**src/hdl/mqrb_pkg.sv**
```systemverilog
`timescale 1ns / 1ps
// Package for the multi-queue ring buffer: sizes, operation and status codes,
// and the command/status structs between controller and datapath. No dependencies.
package mqrb_pkg;

  localparam int NUM_QUEUES    = 4;
  localparam int QUEUE_DEPTH   = 4;
  localparam int PAYLOAD_WIDTH = 32;

  // Fixed field widths of the request and response channels
  localparam int CMD_W  = 1;
  localparam int QID_W  = 2;
  localparam int DATA_W = 32;
  localparam int STAT_W = 2;
  localparam int TKT_W  = 2;

  localparam int QIDX_W    = (NUM_QUEUES > 1) ? $clog2(NUM_QUEUES) : 1;
  localparam int PTR_W     = (QUEUE_DEPTH > 1) ? $clog2(QUEUE_DEPTH) : 1;
  localparam int OCC_W     = $clog2(QUEUE_DEPTH + 1);
  localparam int MEM_DEPTH = NUM_QUEUES * QUEUE_DEPTH;
  localparam int MEM_AW    = (MEM_DEPTH > 1) ? $clog2(MEM_DEPTH) : 1;
  localparam int ENTRY_W   = PAYLOAD_WIDTH + TKT_W;

  typedef enum logic [CMD_W-1:0] {
    OP_ENQ = 1'b0,
    OP_DEQ = 1'b1
  } op_e;

  typedef enum logic [STAT_W-1:0] {
    ST_OK    = 2'd0,
    ST_FULL  = 2'd1,
    ST_EMPTY = 2'd2
  } status_e;

  typedef struct packed {
    logic load;     // latch the incoming request
    logic exec;     // update queue state, write or read the entry store
    logic capture;  // take the entry store read data into the response
  } dp_cmd_t;

  typedef struct packed {
    logic pop_hit;  // latched request is a dequeue that will read an entry
  } dp_status_t;

endpackage

```
**src/hdl/mqrb_ctrl.sv**
```systemverilog
`timescale 1ns / 1ps
// Controller of the multi-queue ring buffer: sequences accept, execute,
// entry read and response. Depends on mqrb_pkg.
module mqrb_ctrl
  import mqrb_pkg::*;
(
  input  logic       clk_i,
  input  logic       rst_ni,
  input  logic       req_valid_i,
  output logic       req_ready_o,
  output logic       rsp_valid_o,
  input  logic       rsp_ready_i,
  input  dp_status_t dp_status_i,
  output dp_cmd_t    dp_cmd_o
);

  typedef enum logic [1:0] {
    S_IDLE,
    S_EXEC,
    S_READ,
    S_RESP
  } state_e;

  state_e state_q;

  assign req_ready_o      = (state_q == S_IDLE);
  assign rsp_valid_o      = (state_q == S_RESP);
  assign dp_cmd_o.load    = (state_q == S_IDLE) && req_valid_i;
  assign dp_cmd_o.exec    = (state_q == S_EXEC);
  assign dp_cmd_o.capture = (state_q == S_READ);

  always_ff @(posedge clk_i or negedge rst_ni) begin
    if (!rst_ni) begin
      state_q <= S_IDLE;
    end else begin
      case (state_q)
        S_IDLE: begin
          if (req_valid_i) state_q <= S_EXEC;
        end
        S_EXEC: begin
          // a successful pop goes through S_READ for the registered entry read
          state_q <= dp_status_i.pop_hit ? S_READ : S_RESP;
        end
        S_READ: begin
          state_q <= S_RESP;
        end
        S_RESP: begin
          if (rsp_ready_i) state_q <= S_IDLE;
        end
        default: begin
          state_q <= S_IDLE;
        end
      endcase
    end
  end

endmodule

```
**config.mk**
```make
export PLATFORM = sky130hd
export DESIGN_NAME = mqrb_ctrl
export DESIGN_NICKNAME = d
export VERILOG_FILES = /design/src/hdl/mqrb_pkg.sv /design/src/hdl/mqrb_ctrl.sv
export SDC_FILE = /design/constraint.sdc
export NUM_CORES = 1
export LEC_CHECK = 0
export BUFFER_PORTS_ARGS = -buffer_cell sky130_fd_sc_hd__buf_4
export CAP_MARGIN = 20
export CORE_AREA = 3 3 40 42
export DETAILED_ROUTE_END_ITERATION = 16
export DIE_AREA = 0 0 43 45
export GPL_ROUTABILITY_DRIVEN = 0
export GPL_TIMING_DRIVEN = 1
export PLACE_DENSITY = 0.3
export SYNTH_ARGS = -nofsm -noshare
export SYNTH_HDL_FRONTEND = slang
export SYNTH_SLANG_ARGS = --single-unit
```
**constraint.sdc**
```tcl
create_clock -name clk_i -period 2 [get_ports clk_i]
set_clock_uncertainty 0.15 [all_clocks]
set_input_delay 0.6 -clock clk_i [delete_from_list [all_inputs] [get_ports clk_i]]
set_output_delay 0.6 -clock clk_i [all_outputs]
set_load 0.02 [all_outputs]
```
# Word level (Yosys, flattened, before mapping)
# Cells that the tools add are included.
# W data, S select, Z words.
[totals]
in_bits = 5
reg_bits = 2
elab_cells = 13
output_inout_bits = 5
[op_classes]
reduce_logical = 3
n_eq_ne = 5
muxes = 4
[op_table]
columns = ["operator", "count"]
rows = [
  ["$pmux W2 S4", 1],
  ["$eq A2 B2 Y1 const B", 2],
  ["$mux W2", 2],
  ["$eq A2 B1 Y1 const B", 1],
  ["$logic_not A2 Y1", 1],
  ["$ne A2 B1 Y1 const B", 1],
  ["$ne A2 B2 Y1 const B", 1],
  ["$reduce_and A2 Y1", 1],
  ["$logic_and A1 B1 Y1", 1],
  ["$mux W1", 1],
]

# Longest topological paths before layout
[logic_depth]
word_depth = 3
depth_mapped = 5
ltp_nobuf = 5

# Least setup slack after synthesis
# Ideal clock, no wire load.
[synth_path]
kind = "reg2out"
start = "register state_q[0]"
end = "output dp_cmd_o[2] (netlist name)"
required_time_ns = 1.250
path_slack_ns = 0.170
path_stages_with_launch = 4
t_arrival_ns = 1.080
path_cell_list = "dfrtp_1 inv_1 ha_1 and2_1"
[synth_rtl]
columns = ["item", "line", "rtl"]
rows = [
  ["start: declaration", "mqrb_ctrl.sv:24", "state_e state_q;"],
  ["start signal: assignment", "mqrb_ctrl.sv:42", "state_q <= dp_status_i.pop_hit ? S_READ : S_RESP;"],
  ["end: declaration", "mqrb_ctrl.sv:14", "output dp_cmd_t dp_cmd_o"],
]

==> results summary <==
The count of clock tree sinks came out at 2. The smallest clock period supported by the final layout is computed as 1.93 ns. The switching power share of the total is 41.5%.

The share of power burned in registers is 16.7%. Of all nets on the critical path, the largest fanout is 5. The detailed-route DRC error count came out at 0. Summed over all failing endpoints, the final setup total negative slack is 0 ns. The run finished with clean final reports. The antenna cell count came out at 0. The startpoint-to-endpoint class of the critical path is reg -> out. The post-synthesis instance total came out at 17.

The post-synthesis sequential element count came out at 2. The critical path goes through inv_2 > ha_4 > and2_1 > buf_4. The horizontal die dimension is 43 um. The count of buffers inserted at the top-level ports came out at 9. The largest net degree at the start of global routing is 6.

The share of power burned in the clock network is 16.0%. The delay contributed by the slowest stage of the critical path is 0.44 ns. The worst setup path is captured at an output pin. The global-route usage over all layers is 5.50%. More flip-flops sit in one register than any other, and that register is state_q. The number of H-tree levels is 1. The clock network latency to the later pin of the worst-skew pair is 0.22 ns. The power per cell area came out at 1730 nW/um^2. The first-pass GRT wire length came out at 724 um. The routed layout has 167 vias. The maximum resistive drop on vdd came out at 0.425 mV. The tree is rooted in a sky130_fd_sc_hd__clkbuf_4. After legalization and detailed placement, the total HPWL measured 356 um. The design draws 0.551 mW. The path class of the tightest hold or removal check is reg -> reg. A synthesized cell averages 10.5 sq um. The sequential fraction of the synthesis area came out at 28.0%. After detailed routing, the total wire length is 502 um.

The register clock-pin slew on the reported worst setup and hold paths is 0.03 ns. The number of iterations in the first detailed-routing pass came out at 2. Leaving out fill and tap cells, the most frequent cell in the layout is sky130_fd_sc_hd__buf_4.

The largest individual stage delay along the critical path comes from the cell sky130_fd_sc_hd__dfrtp_2. The number of distinct library cells after synthesis came out at 10. The initial antenna violation count is 0. Summed over all nets, the switching power comes to 0.228 mW.

Data on the critical path is required at its endpoint by 1.25 ns. The maximum clock path buffer count is 2. The cell area after technology mapping is 179 sq um. The area of the core came out at 1280 sq um.

The internal portion of the total power is 0.322 mW. Pin placement for this block handled 10 I/O pins. The number of max-slew violations in the final report is 0. The total global routing overflow is 0. In the final layout, the registers with the most flip-flops are state_q x2.

Combinational cells account for 67.3% of the total power. The TritonCTS clock tree is done. After detailed routing, the average wire length per cell comes to 10.9 um. The site row count came out at 13.

The layout cell share with drive strength beyond 1 is 58.1%. The flip-flop count of the largest register after layout came out at 2. The worst setup path is launched from a flip-flop. From synthesis to final layout, the design area changed by 78.3%.

The detail-routed via count per cell is 3.63. The die area came out at 1940 sq um. Once detail routing completed, the nets flagged for antenna violations numbered 0. The count of nets after finishing came out at 42. The number of nets produced by synthesis is 26. After the first detailed-routing iteration, the DRC count stood at 1. The relative slew slack is 84.5%. The achievable clock frequency is 518 MHz. The arrival time of data at the critical path endpoint came out at 1.18 ns.

The smallest hold slack came out at 0.451 ns. For the pin with the worst max-slew slack, the measured transition is 0.231 ns. The analysis attributes to cell leakage a power of 0.169 nW. TritonCTS created 3 clock buffers. The number of global-route vias before repair came out at 175. The max-capacitance violation count came out at 0. In the layout the commonest cells are sky130_fd_sc_hd__buf_4, sky130_fd_sc_hd__ha_1, sky130_fd_sc_hd__clkbuf_4. The number of warning messages in the yosys log is 0. The post-route clock period utilization is 96.5%. The number of hold-slack violations in the final timing report is 0. The setup-violating endpoint count in the final report came out at 0.

The initial core utilization is 13.9%. The y dimension of the die is 45 um. Setup repair after global routing left no endpoint under its margin.
[cells by family after synthesis]
family                     after synthesis  share of synthesized area [%]
adders and majority gates                4                           28.0
and+or+nand+nor                          4                           16.8
AOI/OAI and AO/OA                        3                           12.6
buffers and inverters                    3                           6.29
DFF                                      2                           28.0
muxes                                    1                           8.39
[worst max-delay path, delay by kind of cell, from the launching register on]
kind                       cells  cell delay [ns]
and+or+nand+nor                1             0.13
buffers and inverters          2             0.24
adders and majority gates      1             0.15
DFF                            1             0.44
[per-layer routing]
layer,GRT usage (%),wire (um)
met2,7.49,272
met3,0,18
met5,0,0
met1,6.99,210
met4,7.23,0
[stage by stage]
stage / area [sq um] / worst slack, ns / instances / util (%)
final: 319 / 0.0705 / 46 / 24.8
after global placement: 265 / 0.209 / 41 / 20.6
after detailed placement: 265 / 0.162 / 41 / 20.6
after global routing: 319 / 0.0180 / 46 / 24.8
after floorplan: 179 / 0.170 / 17 / -
after CTS: 309 / 0.000561 / 46 / 24.1
[cell usage after synthesis, drive strengths merged]
cell   count  area [sq um]
o31ai      2          15.0
nor2b      2          20.0
ha         4          50.1
a21o       1          7.51
and2       1          6.26
nor2       1          3.75
inv        3          11.3
dfrtp      2          50.1
mux2       1          15.0
[path summary, 6_finish.rpt]
kind	slack, ns	end	cells past startpoint	startpoint
worst max-delay path	0.07	dp_cmd_o[2]	4	state_q[1]$_DFFE_PN0P_
worst min register to register	0.45	state_q[1]$_DFFE_PN0P_	1	state_q[1]$_DFFE_PN0P_
max in group asynchronous	1.05	state_q[1]$_DFFE_PN0P_	2	rst_ni
worst min-delay path	0.45	state_q[1]$_DFFE_PN0P_	1	state_q[1]$_DFFE_PN0P_
min in group asynchronous	0.55	state_q[0]$_DFFE_PN0P_	2	rst_ni
worst max register to register	0.39	state_q[1]$_DFFE_PN0P_	5	state_q[0]$_DFFE_PN0P_
[what timing repair did]
| action | 4_1_cts | 5_1_grt |
|---|---|---|
| endpoints found under the hold margin | 2 | 0 |
| setup endpoints to repair | 1 | 1 |
| resized for setup | 2 | 2 |
| buffers inserted | 1 | 0 |
| hold buffers | 1 | 0 |
[area by class of cell]
cell class,instances,area (sq um)
multi-input combinational,12,130
fill,145,966
clock buffer,3,22.5
tap,15,18.8
sequential,2,51.3
inverter,3,11.3
timing repair buffer,11,85.1
[power groups by stage]
stage | combinational [mW] | sequential (mW) | clock (mW)
after floorplan | 0.223 | 0.0855 | 0
after global placement | 0.315 | 0.0978 | 0
after detailed placement | 0.315 | 0.100 | 0
after CTS | 0.350 | 0.0920 | 0.0932
after global routing | 0.409 | 0.0965 | 0.0936
final | 0.370 | 0.0921 | 0.0880
No activity file was read; power rests on OpenSTA's default activity.
