File: src/hdl/mqrb_pkg.sv
`timescale 1ns / 1ps
// Package for the multi-queue ring buffer: sizes, operation and status codes,
// and the command/status structs between controller and datapath. No dependencies.
package mqrb_pkg;

  localparam int NUM_QUEUES    = 4;
  localparam int QUEUE_DEPTH   = 4;
  localparam int PAYLOAD_WIDTH = 32;

  // Fixed field widths of the request and response channels
  localparam int CMD_W  = 1;
  localparam int QID_W  = 2;
  localparam int DATA_W = 32;
  localparam int STAT_W = 2;
  localparam int TKT_W  = 2;

  localparam int QIDX_W    = (NUM_QUEUES > 1) ? $clog2(NUM_QUEUES) : 1;
  localparam int PTR_W     = (QUEUE_DEPTH > 1) ? $clog2(QUEUE_DEPTH) : 1;
  localparam int OCC_W     = $clog2(QUEUE_DEPTH + 1);
  localparam int MEM_DEPTH = NUM_QUEUES * QUEUE_DEPTH;
  localparam int MEM_AW    = (MEM_DEPTH > 1) ? $clog2(MEM_DEPTH) : 1;
  localparam int ENTRY_W   = PAYLOAD_WIDTH + TKT_W;

  typedef enum logic [CMD_W-1:0] {
    OP_ENQ = 1'b0,
    OP_DEQ = 1'b1
  } op_e;

  typedef enum logic [STAT_W-1:0] {
    ST_OK    = 2'd0,
    ST_FULL  = 2'd1,
    ST_EMPTY = 2'd2
  } status_e;

  typedef struct packed {
    logic load;     // latch the incoming request
    logic exec;     // update queue state, write or read the entry store
    logic capture;  // take the entry store read data into the response
  } dp_cmd_t;

  typedef struct packed {
    logic pop_hit;  // latched request is a dequeue that will read an entry
  } dp_status_t;

endpackage

File: src/hdl/mqrb_dp.sv
`timescale 1ns / 1ps
// Datapath of the multi-queue ring buffer: per-queue pointers and occupancy,
// the shared entry store, and the response registers. Depends on mqrb_pkg.
module mqrb_dp
  import mqrb_pkg::*;
(
  input  logic              clk_i,
  input  logic              rst_ni,
  input  dp_cmd_t           dp_cmd_i,
  output dp_status_t        dp_status_o,
  input  logic [CMD_W-1:0]  cmd_i,
  input  logic [QID_W-1:0]  queue_id_i,
  input  logic [DATA_W-1:0] ticket_payload_i,
  output logic [STAT_W-1:0] status_o,
  output logic [TKT_W-1:0]  ticket_number_o,
  output logic [DATA_W-1:0] payload_out_o
);

  // latched request
  logic [CMD_W-1:0]         cmd_q;
  logic [QID_W-1:0]         qid_q;
  logic [PAYLOAD_WIDTH-1:0] data_q;

  // queue state
  logic [PTR_W-1:0] head_q [NUM_QUEUES];
  logic [PTR_W-1:0] tail_q [NUM_QUEUES];
  logic [OCC_W-1:0] occ_q  [NUM_QUEUES];

  logic [ENTRY_W-1:0] mem [MEM_DEPTH];
  logic [ENTRY_W-1:0] rd_data_q;

  logic [STAT_W-1:0] status_q;
  logic [TKT_W-1:0]  ticket_q;
  logic [DATA_W-1:0] payload_q;

  logic              in_range;
  logic [QIDX_W-1:0] q_idx;
  logic              is_deq;
  logic              push_ok;
  logic              pop_ok;
  logic [PTR_W-1:0]  head_cur;
  logic [PTR_W-1:0]  tail_cur;
  logic [OCC_W-1:0]  occ_cur;
  logic [PTR_W-1:0]  head_nxt;
  logic [PTR_W-1:0]  tail_nxt;
  logic [MEM_AW-1:0] wr_addr;
  logic [MEM_AW-1:0] rd_addr;

  assign in_range = (int'(qid_q) < NUM_QUEUES);
  assign q_idx    = QIDX_W'(qid_q);
  assign is_deq   = (cmd_q == OP_DEQ);
  assign head_cur = head_q[q_idx];
  assign tail_cur = tail_q[q_idx];
  assign occ_cur  = occ_q[q_idx];
  assign push_ok  = !is_deq && in_range && (occ_cur != OCC_W'(QUEUE_DEPTH));
  assign pop_ok   = is_deq && in_range && (occ_cur != '0);

  // wrap pointers at the queue depth
  assign head_nxt = (head_cur == PTR_W'(QUEUE_DEPTH - 1)) ? '0 : head_cur + 1'b1;
  assign tail_nxt = (tail_cur == PTR_W'(QUEUE_DEPTH - 1)) ? '0 : tail_cur + 1'b1;

  assign wr_addr = MEM_AW'(q_idx) * MEM_AW'(QUEUE_DEPTH) + MEM_AW'(tail_cur);
  assign rd_addr = MEM_AW'(q_idx) * MEM_AW'(QUEUE_DEPTH) + MEM_AW'(head_cur);

  assign dp_status_o.pop_hit = pop_ok;

  always_ff @(posedge clk_i or negedge rst_ni) begin
    if (!rst_ni) begin
      for (int i = 0; i < NUM_QUEUES; i++) begin
        head_q[i] <= '0;
        tail_q[i] <= '0;
        occ_q[i]  <= '0;
      end
    end else if (dp_cmd_i.exec) begin
      if (push_ok) begin
        tail_q[q_idx] <= tail_nxt;
        occ_q[q_idx]  <= occ_cur + 1'b1;
      end else if (pop_ok) begin
        head_q[q_idx] <= head_nxt;
        occ_q[q_idx]  <= occ_cur - 1'b1;
      end
    end
  end

  always_ff @(posedge clk_i) begin
    if (dp_cmd_i.exec && push_ok) begin
      mem[wr_addr] <= {data_q, TKT_W'(occ_cur)};
    end
    if (dp_cmd_i.exec && pop_ok) begin
      rd_data_q <= mem[rd_addr];
    end
  end

  always_ff @(posedge clk_i) begin
    if (dp_cmd_i.load) begin
      cmd_q  <= cmd_i;
      qid_q  <= queue_id_i;
      data_q <= PAYLOAD_WIDTH'(ticket_payload_i);
    end
    if (dp_cmd_i.exec) begin
      if (push_ok) begin
        status_q  <= ST_OK;
        ticket_q  <= TKT_W'(occ_cur);
        payload_q <= '0;
      end else if (!pop_ok) begin
        status_q  <= is_deq ? ST_EMPTY : ST_FULL;
        ticket_q  <= '0;
        payload_q <= '0;
      end
    end
    if (dp_cmd_i.capture) begin
      status_q  <= ST_OK;
      ticket_q  <= rd_data_q[TKT_W-1:0];
      payload_q <= DATA_W'(rd_data_q[ENTRY_W-1:TKT_W]);
    end
  end

  assign status_o        = status_q;
  assign ticket_number_o = ticket_q;
  assign payload_out_o   = payload_q;

endmodule

File: config.mk
export PLATFORM = sky130hd
export DESIGN_NAME = mqrb_dp
export DESIGN_NICKNAME = d
export VERILOG_FILES = /design/src/hdl/mqrb_pkg.sv /design/src/hdl/mqrb_dp.sv
export SDC_FILE = /design/constraint.sdc
export NUM_CORES = 1
export LEC_CHECK = 0
export CAP_MARGIN = 25
export CORE_MARGIN = 3
export CORE_UTILIZATION = 35
export CTS_BUF_LIST = sky130_fd_sc_hd__clkbuf_4 sky130_fd_sc_hd__clkbuf_8
export DETAILED_ROUTE_END_ITERATION = 10
export DONT_BUFFER_PORTS = 1
export PLACE_DENSITY = 0.56
export SLEW_MARGIN = 20
export SYNTH_ARGS = -nofsm -noshare
export SYNTH_HDL_FRONTEND = slang
export SYNTH_SLANG_ARGS = --single-unit
File: constraint.sdc
create_clock -name clk_i -period 4.4 [get_ports clk_i]
set_input_delay 0.66 -clock clk_i [delete_from_list [all_inputs] [get_ports clk_i]]
set_output_delay 0.66 -clock clk_i [all_outputs]
set_load 0.005 [all_outputs]
# Word level (Yosys, flattened, before mapping)
# Memories as Yosys holds them, arrays and structs flattened. A register that Yosys moved wholly into a read port is not among the register bits.
# Cells that the tools add are included.
# Widths: inputs -> output; s select.
[totals]
in_bits = 40
word_cells = 82
memories = 1
mem_bits_rw = 544
regBits = 99
[op_classes]
add_sub_neg = 6
n_reduce_logical = 14
eq_ne = 5
bitwise_logic = 2
n_mux = 34
n_lt_le_gt_ge = 2
[memory_table]
columns = ["name", "depth", "word_bits", "rd", "rd_ports_with_merged_regs", "write_ports", "line_no", "source"]
rows = [
  ["mem", 16, 34, 1, 1, 1, "mqrb_dp.sv:29", "logic [ENTRY_W-1:0] mem [MEM_DEPTH];"],
]
[ops]
columns = ["operator", "count"]
rows = [
  ["$mux 32", 4],
  ["$mux 2", 14],
  ["$bwmux 12", 2],
  ["$mux 12", 2],
  ["$bwmux 8", 2],
  ["$mux 3", 3],
  ["$add 4x2->4", 2],
  ["$bmux 2 s2", 2],
  ["$reduce_and 2->1", 4],
  ["$bmux 3 s2", 1],
  ["$demux 3 s2", 1],
  ["$ne 3x3->1 const B", 2],
  ["$logic_and 1x1->1", 5],
  ["$add 2x1->2 const B", 2],
  ["$demux 2 s2", 1],
  ["$eq 2x2->1 const B", 2],
  ["$reduce_bool 2->1", 2],
  ["$add 3x1->3 const B", 1],
  ["$ge 3x3->1 const B", 1],
  ["$lt 3x1->1 const B", 1],
  ["$not 2->3", 1],
  ["$reduce_and 3->1", 1],
  ["$reduce_bool 3->1", 1],
  ["$sub 3x1->3 const B", 1],
  ["4 further kinds", 5],
]

# Depth between registers and ports, before layout
# Gate-level depths: netlist (run 1).
[depth]
depth_word = 10
depth_mapped = 11

# Least setup slack after synthesis (run 1)
# No wires, ideal clock.
[synth_timing]
path_type = "register to register"
start = "reg qid_q[1], in the netlist q_idx[1]"
end = "mem mem[0][0] (netlist name), enable pin"
stages_incl_launch_ff = 11
path_buffers = 3
arrival_time_ps = 3578
setup_slack_ps = 427
required_time_ps = 4006
cell_sequence = "edfxtp_1 > buf_4 > clkbuf_1 > mux4_2 > inv_1 > ha_1 > ha_1 > or3b_1 > clkbuf_1 > nor3_1 > and2_1"
[synth_via]
elab_chain_len = 9
[synth_lines]
columns = ["element", "line_no", "source"]
rows = [
  ["from (decl)", "mqrb_dp.sv:21", "logic [QID_W-1:0] qid_q;"],
  ["from (signal assigned)", "mqrb_dp.sv:97", "qid_q <= queue_id_i;"],
  ["$not 2->3 (implied by the code)", "mqrb_dp.sv:54", "assign occ_cur = occ_q[q_idx];"],
  ["$bmux 3 s2", "mqrb_dp.sv:54", ""],
  ["$mux 3 (implied by the code) (2 in series)", "mqrb_dp.sv:54", ""],
  ["net occ_cur[0]", "mqrb_dp.sv:43", "logic [OCC_W-1:0] occ_cur;"],
  ["$ne 3x3->1", "mqrb_dp.sv:55", "assign push_ok = !is_deq && in_range && (occ_cur != OCC_W'(QUEUE_DEPTH));"],
  ["$logic_and 1x1->1", "mqrb_dp.sv:55", ""],
  ["$logic_and 1x1->1", "mqrb_dp.sv:86", "if (dp_cmd_i.exec && push_ok) begin"],
  ["$mux 1", "mqrb_dp.sv:86", ""],
  ["$mux 1 (implied by the code)", "mqrb_dp.sv:87", "mem[wr_addr] <= {data_q, TKT_W'(occ_cur)};"],
  ["to (decl)", "mqrb_dp.sv:29", ""],
]
# The timed path passes the listed nets, and every way through them passes these cells. The select of a mux whose other input is x is not followed.

# Worst setup path after layout (run 1)
[layout_timing]
start = "reg qid_q[0], in the netlist q_idx[0]"
end = "reg rd_data_q[33], read port of mem (data pin)"
[layout_via]
elab_chain_len = 7
[layout_lines]
columns = ["element", "line_no", "source"]
rows = [
  ["branches (longest 7 deep; another with $add 4x2->4)", "-", ""],
  ["to (decl)", "mqrb_dp.sv:30", "logic [ENTRY_W-1:0] rd_data_q;"],
]
# Several ways; the timed one is not identified. The select of a mux whose other input is x is not followed.
# A chain may end at the register's enable or synchronous reset.

==> results of run 1 <==
-- report_power, final --
part	internal [mW]	switching [mW]
Combinational	1.88	1.99
Clock	3.04	2.50
Sequential	7.75	0.279
-- worst register-to-register path, delay by kind of cell, from the launching register on --
family                 cells  cell delay, ns
buffers and inverters      3            1.23
flip-flops                 1            0.46
multiplexers               4            1.90
-- final cells by class --
class	instances	area [um2]	area share, %
well taps	959	1200	3.95
flip-flops and latches	677	20200	66.4
clock inverters	59	437	1.44
diodes	2	5.00	0.0165
inverters	6	22.5	0.0742
repair buffers	76	993	3.27
clock buffers	151	1850	6.08
multi-input cells	505	5690	18.8
-- worst max-delay path by stage --
stage	from	endpoint	slack, ns	cells after the start
after global placement	q_idx[0]	rd_data_q[33]	0.74	7
after detailed placement	q_idx[0]	mem[7][6]	0.67	8
after floorplan	q_idx[1]	mem[0][0]	0.43	10
after CTS	q_idx[0]	mem[13][14]	0.62	7
final	q_idx[0]	rd_data_q[33]	0.67	7
after global routing	q_idx[0]	mem[7][8]	0.42	9
-- registers in the layout, indices dropped and copies added, names as in the netlist, named ones only --
| signal | cells |
|---|---|
| q_idx | 2 |
| tail_q | 8 |
| ticket_number_o | 2 |
| cmd_q | 1 |
| data_q | 32 |
| payload_out_o | 32 |
| occ_q | 8 |
| head_q | 8 |
| mem | 544 |
| status_o | 2 |
| rd_data_q | 34 |
-- cells in the final DEF (no fill, tap or decap), types with 5 or more instances in the layout --
cell / count
mux2_1: 9
clkbuf_4: 37
dlygate4sd3_1: 34
and2_2: 16
buf_12: 27
buf_4: 15
nor2_1: 9
nand2_1: 5
mux2i_1: 309
and2_1: 32
xor2_1: 5
mux4_2: 73
dfrtp_1: 28
clkinv_2: 17
mux2_2: 11
inv_1: 5
clkbuf_8: 114
bufinv_16: 5
clkinv_1: 27
edfxtp_1: 647
ha_1: 8
-- metal layers --
| layer | vias up | routed length, um | global-route usage, % |
|---|---|---|---|
| met2 | 266 | 26500 | 22.9 |
| met3 | 84 | 3000 | 3.67 |
| li1 | 5312 | - | - |
| met5 | - | 0 | 0 |
| met4 | 0 | 1130 | 4.58 |
| met1 | 6187 | 25300 | 19.5 |
-- cells by family after synthesis --
logic type      count (synthesis)  share of synthesized area, %
compound gates                 12                         0.309
mux                           404                          19.0
flops                         677                          76.7
simple gates                   74                          1.62
buf+inv                        63                          1.80
fa+ha+maj                       8                         0.380
xor+xnor                        7                         0.233
-- repair_timing --
item	4_1_cts	5_1_grt
buffers inserted	0	0
endpoints found under the hold margin	71	0
hold buffers	36	0
-- metrics by stage --
stage | worst slack (ns) | total power, mW | hold slack (ns) | std cells | area (um2)
final | 0.665 | 17.4 | 0.0734 | 2435 | 30400
after global routing | 0.422 | 18.3 | 0.0145 | 2435 | 30400
after CTS | 0.618 | 17.7 | 0.00120 | 2433 | 30400
after detailed placement | 0.673 | 12.1 | 0.368 | 2187 | 27700
after global placement | 0.744 | 12.0 | 0.368 | 2187 | 27700
after floorplan | 0.427 | 11.2 | 0.364 | 1245 | 26300
==> impl_metrics.ini, run 1 <==
[sta]
maxSlewViolCount = 0
worst_pin_slew_ns = 0.832
finClkSkew_ns = 0.0371
post-route-period-util_pct = 84.9
grt_setup_unrepaired = no
max_freq_mhz = 268
period_minus_slack_ns = 3.73
fin_setup_tns_ns = 0
maxSlewHeadroom_pct = 44.6
final_hold_viol_count = 0
setup_viol = 0

[yosys]
synth_top_cell_by_area = edfxtp_1
synth_most_common_cell = edfxtp_1
synthFlopType = edfxtp_1
ys_top_cells_by_count = 647 x edfxtp_1, 309 x mux2i_1, 74 x mux4_2
ys_ff_latch = 677
syn_avg_cell_area_um2 = 21.1
ys_seq_area_share_pct = 76.7
syn_nets = 1293
ys_warn_count = 0
netlist_area_um2 = 26300
yosysUniqueCellTypes = 30
async_reset_ff_share_pct = 4.14
synth.top_cell.area_share_pct = 73.8
synth_edf_count = 647
synthTopCellsByArea = edfxtp_1 74%, mux2i_1 12%, mux4_2 6.3%
synth_cells = 1245

[floorplanning]
die_h_um = 280
core-area_um2 = 73700
io_pins = 77
start_util_pct = 35.7
die_x_um = 280
dieArea_um2 = 78500
num_rows = 99

[setup_path]
path_delay_family = multiplexers
crit_chain = buf_4, mux4_4, buf_12, buf_4, mux2i_1, mux4_2, mux2i_1
cp.required_ns = 4.96
r2r-end = rd_data_q[33]
reg2regPathDepth = 7
cp_max_fo = 37
critPathBufInv = 3
reg2reg_from = q_idx[0]
rrSetupSlack_ns = 0.67
slowest_stage = mux4_4
startpoint_type = flip-flop
slowest_delay_ns = 1.10
cp.arrival_ns = 4.30
path_class = reg2reg
crit_path_end_kind = flip-flop

[hold_path]
min_path_type = in2reg
hold_start = ticket_payload_i[11]
holdPathStages = 0
holdPathEnd = data_q[11]

[finish]
final_util_pct = 41.2
drive_gt1_share_pct = 22.3
nets = 1427
nFillCells = 6441
area_growth_pct = 15.4

[cts]
cts_resized = 0
numCtsBuffers = 113
h-tree-depth = 3
cts.clk_slew.worst_paths_ns = 0.06
cts_root_buffer = clkbuf_8
cts_buffer_depth = 3
cts.sinks = 677
clock_latency_ns = 0.71
cts_tree = yes

[route]
wl_per_cell_um = 23.0
drt-pass1-iter-count = 4
drc = 0
drt_iter0_drc = 790
dr_total_vias = 11800
wl_um = 55900
antenna_left = 0
routed_via_density = 4.87

[global_routing]
grtUsageTotal_pct = 14.4
antenna_found_initial = 3
grt_max_degree = 39
grt_pass1_wl_um = 83800
grt_overflow = 0
grt_pass1_vias = 12600

[outcome]
status = completed

[power_and_ir_drop]
power.density_nw_per_um2 = 574
power_leakage_nw = 10.4
vdd_drop_max_uv = 233

[job]
cap_viol_max_count = 0

[place]
place_hpwl_um = 29800
routabilityCongestion = 0.714
io_buffer_count = 0
No activity file was read; power rests on OpenSTA's default activity.
==> inputs of run 2 (changes only) <==
clock period = 3.8 ns   (was 4.4 ns; I/O delays follow)
==> run 2 against run 1 <==
  * Setup slack got worse by 0.40 ns
  * Global-route usage fell by 0.052 points
  * Sequential cell count did not move
  * Hold slack improved by 0.011 ns
  * Maximum frequency rose by 5.6%
  * Cell area rose by 0.23%
  * Die area did not move
  * Combinational power rose by 17%
  * Critical path type unchanged
  * Highest routed layer unchanged
==> impl_metrics.ini, run 2 (same netlist as run 1, synthesis figures left out) <==
[outcome]
status = completed

[power_and_ir_drop]
p_sw_share_pct = 27.3
pwr-share-seq_pct = 45.9
p_switching_mw = 5.51
clockPowerShare_pct = 31.7
p_int_mw = 14.7
power.density_nw_per_um2 = 664
combPwrFrac_pct = 22.4
vdd_drop_max_uv = 372
power_leakage_nw = 10.5

[cts]
h-tree-depth = 3
cts_buffer_depth = 3
postCtsSetupRepairBufs = 0
clock_latency_ns = 0.72
cts.sinks = 677
numCtsBuffers = 113
cts.clk_slew.worst_paths_ns = 0.06
cts_root_buffer = clkbuf_8
cts_tree = yes

[sta]
post-route-period-util_pct = 93.1
whs_ns = 0.0844
maxSlewHeadroom_pct = 49.7
grt_setup_unrepaired = no
setup_viol = 0
finClkSkew_ns = 0.0372
period_minus_slack_ns = 3.54
fin_setup_tns_ns = 0
maxSlewViolCount = 0
final_hold_viol_count = 0
worst_pin_slew_ns = 0.755
max_freq_mhz = 283

[setup_path]
cp.arrival_ns = 3.93
path_class = reg2reg
rrSetupSlack_ns = 0.26
path_delay_family = simple AND/OR/NAND/NOR gates
reg2regPathDepth = 9
slowest_delay_ns = 0.54
crit_path_end_kind = flip-flop
slowest_stage = edfxtp_1
cp.required_ns = 4.19
reg2reg_from = q_idx[0]
critPathBufInv = 3
startpoint_type = flip-flop
cp_max_fo = 8
r2r-end = mem[12][1]
crit_chain = mux4_2, inv_1, ha_1, ha_1, or3b_1, buf_4, nor2_1, and2_2, buf_4

[hold_path]
holdPathEnd = status_o[1]
hold_start = dp_cmd_i[1]
min_path_type = in2reg
holdPathStages = 2

[floorplanning]
dieArea_um2 = 78500
io_pins = 77
core-area_um2 = 73700
die_x_um = 280
die_h_um = 280
start_util_pct = 35.7
num_rows = 99

[job]
cap_viol_max_count = 0

[global_routing]
grtUsageTotal_pct = 14.4
grt_max_degree = 51
grt_pass1_vias = 12700
grt_pass1_wl_um = 83100
antenna_found_initial = 3
grt_overflow = 0

[finish]
area_growth_pct = 15.7
nets = 1441
largest_register = mem
drive_gt1_share_pct = 22.6
layout_commonest_cell = edfxtp_1
top_regs = mem: 544 flops, rd_data_q: 34 flops
largest_register_ffs = 544
mostFrequentLayoutCells = 647 x edfxtp_1, 309 x mux2i_1, 119 x clkbuf_8, 73 x mux4_2, 40 x clkbuf_4

[route]
drt-pass1-iter-count = 5
antenna_left = 0
drt_iter0_drc = 726
routed_via_density = 4.90
drc = 0
wl_um = 56000
wl_per_cell_um = 22.9
dr_total_vias = 12000

[place]
io_buffer_count = 0
place_hpwl_um = 31000
routabilityCongestion = 0.723
## run 2: area by class of cell
class                      instances  area (um2)
antenna                            1        2.50
clock buffer                     159        1940
clock inverter                    46         329
fill                            6404       43300
inverter                           6        22.5
multi-input combinational        505        5690
sequential                       677       20200
tap                              959        1200
timing repair buffer              90        1080
## run 2: worst max-delay path by stage
stage	from	slack [ns]	cells past startpoint	to
2_1_floorplan	q_idx[1]	0.17	10	mem[3][0]
3_3_place_gp	q_idx[0]	0.36	9	mem[12][1]
3_5_place_dp	q_idx[0]	0.29	9	mem[12][2]
4_1_cts	q_idx[0]	0.24	9	mem[12][2]
5_1_grt	q_idx[0]	0.12	9	mem[12][0]
6_report	q_idx[0]	0.26	9	mem[12][1]
## run 2: power groups by stage
stage          Clock [mW]  Sequential (mW)  Combinational (mW)
6_report             6.40             9.28                4.53
5_1_grt              6.94             9.35                4.88
4_1_cts              6.62             9.29                4.62
3_5_place_dp            0             9.44                4.55
3_3_place_gp            0             9.43                4.52
2_1_floorplan           0             9.30                3.61
## run 2: stage by stage
step                      util [%]  std cells  setup WS, ns  power (mW)  area, um2
after floorplan                  -       1245         0.170        12.9      26300
after global placement        37.6       2197         0.357        13.9      27700
after detailed placement      37.7       2198         0.285        14.0      27800
after CTS                     41.3       2442         0.241        20.5      30400
after global routing          41.3       2443         0.123        21.2      30400
final                         41.3       2443         0.262        20.2      30400
## run 2: repair_timing
item	CTS	global route
gates resized for setup	0	0
hold buffers	39	0
hold endpoints to repair	109	0
## run 2: routing by layer
metal	vias to the layer above	track usage [%]	share of wire (%)	routed length, um
li1	5332	-	-	-
met1	6272	19.7	46	25500
met2	259	23.1	48	26800
met3	104	3.05	4.4	2480
met4	0	4.23	2.2	1230
met5	-	0	0	0
==> inputs of run 3 (changes only) <==
CORE_MARGIN = unset   (was 3)
MAX_ROUTING_LAYER = met4   (was unset)
SLEW_MARGIN = unset   (was 20)
==> run 3 against run 2 <==
  * Clock power fell by 3.3%
  * Critical path depth did not move
  * Sequential share of layout area fell by 0.37 points
  * Maximum frequency rose by 7.6%
  * Critical endpoint is now mem[2][0]
==> impl_metrics.ini, run 3 (same netlist as run 1, synthesis figures left out) <==
[finish]
nets = 1448
multi_input_area_um2 = 5690
regArea_um2 = 20200
top_regs = mem: 544 flops, rd_data_q: 34 flops
drive_gt1_share_pct = 22.8
largest_register = mem
largest_register_ffs = 544
nFillCells = 6467
layout_commonest_cell = edfxtp_1
final_util_pct = 41.1
mostFrequentLayoutCells = 647 x edfxtp_1, 309 x mux2i_1, 113 x clkbuf_8, 73 x mux4_2, 38 x buf_12
area_growth_pct = 16.3

[setup_path]
crit_chain = mux4_2, inv_1, ha_1, ha_1, or3b_1, nor3_1, buf_4, and2_2, buf_12
crit_path_end_kind = flip-flop
cp.required_ns = 4.18
path_class = reg2reg
cp_max_fo = 13
critPathBufInv = 3
crit_top_cell = ha_1
slowest_stage = edfxtp_1
path_delay_family = simple AND/OR/NAND/NOR gates
startpoint_type = flip-flop
cp.arrival_ns = 3.67
slowest_delay_ns = 0.55

[global_routing]
grt_pass1_wl_um = 84200
grt_max_degree = 106
grtUsageTotal_pct = 15.6
grt_overflow = 0
grt_pass1_vias = 12700
antenna_found_initial = 4

[power_and_ir_drop]
power_leakage_nw = 10.5
vdd_drop_max_uv = 460
power.density_nw_per_um2 = 655

[route]
routed_via_density = 4.86
drt_iter0_drc = 715
wl_per_cell_um = 23.4
dr_total_vias = 11900
antenna_left = 0
drt-pass1-iter-count = 5
drc = 0
wl_um = 57500

[floorplanning]
dieArea_um2 = 76300
io_pins = 77
core-area_um2 = 74400
start_util_pct = 35.3
num_rows = 100
die_h_um = 276
die_x_um = 276

[cts]
cts.sinks = 677
cts.clk_slew.worst_paths_ns = 0.06
numCtsBuffers = 110
cts_resized = 0
h-tree-depth = 3
clock_latency_ns = 0.71
cts_buffer_depth = 3
cts_root_buffer = clkbuf_8
cts_tree = yes

[place]
io_buffer_count = 0
pre_cts_ws_ns = 0.512
routabilityCongestion = 0.749
place_hpwl_um = 32200

[sta]
fin_setup_tns_ns = 0
maxSlewViolCount = 0
final_hold_viol_count = 0
finClkSkew_ns = 0.0372
worst_pin_slew_ns = 1.02
worst_slack_ns = 0.513
grt_setup_unrepaired = no
period_minus_slack_ns = 3.29
post-route-period-util_pct = 86.5
max_freq_mhz = 304
whs_ns = 0.0914
maxSlewHeadroom_pct = 32.2
setup_viol = 0

[job]
cap_viol_max_count = 0

[outcome]
status = completed

[hold_path]
min_path_type = in2reg
==> run 3: cell count changes in the layout (fill, tap and decap cells not counted) <==
cell	change
buf_12	+16
buf_16	-1
buf_4	-5
clkbuf_4	-5
clkbuf_8	-6
clkinv_1	-2
clkinv_2	+6
clkinv_8	+1
clkinvlp_4	-1
diode_2	+2
inv_6	-3
inv_8	+1
==> run 3: what timing repair did <==
item	CTS	global route
setup endpoints to repair	0	0
setup buffers	0	0
hold endpoints to repair	103	0
hold buffers	39	0
==> run 3: routing by layer <==
| layer | up-vias | part of all wire, % | global-route usage, % | wire length (um) |
|---|---|---|---|---|
| met1 | 6243 | 44 | 19.5 | 25400 |
| met4 | 0 | 2.4 | 5.60 | 1360 |
| met2 | 274 | 49 | 25.3 | 28300 |
| met5 | - | 0 | - | 0 |
| li1 | 5330 | - | - | - |
| met3 | 98 | 4.4 | 2.96 | 2530 |
==> run 3: where the power goes <==
| part | total [mW] | switching [mW] | internal, mW |
|---|---|---|---|
| clock | 6.19 | 2.82 | 3.37 |
| combinational | 4.54 | 2.37 | 2.17 |
| sequential | 9.31 | 0.334 | 8.97 |
==> run 3: cell type report <==
| type | instances | area share, % |
|---|---|---|
| repair buffers | 100 | 4.37 |
| well taps | 969 | 3.96 |
| clock buffers | 148 | 5.94 |
| clock inverters | 48 | 1.13 |
| inverters | 6 | 0.0736 |
| diodes | 3 | 0.0245 |
| multi-input cells | 505 | 18.6 |
| flip-flops and latches | 677 | 65.9 |
==> run 3: stage by stage <==
stage / total power, mW / cell area, um2 / cells
finish: 20.0 / 30600 / 2456
global route: 20.9 / 30600 / 2456
CTS: 20.3 / 30600 / 2453
detailed placement: 14.0 / 28000 / 2218
global placement: 14.0 / 28000 / 2218
floorplan: 12.9 / 26300 / 1245
==> run 3: worst paths after layout <==
check / startpoint / cells past startpoint / end / slack, ns
setup / recovery: q_idx[0] / 9 / mem[2][0] / 0.51
hold / removal: dp_cmd_i[1] / 2 / status_o[1] / 0.09
setup reg to reg: q_idx[0] / 9 / mem[2][0] / 0.51
hold reg to reg: head_q[2] / 1 / head_q[2] / 0.47
max in group asynchronous: rst_ni / 2 / tail_q[6] / 3.28
min in group asynchronous: rst_ni / 2 / tail_q[7] / 0.34
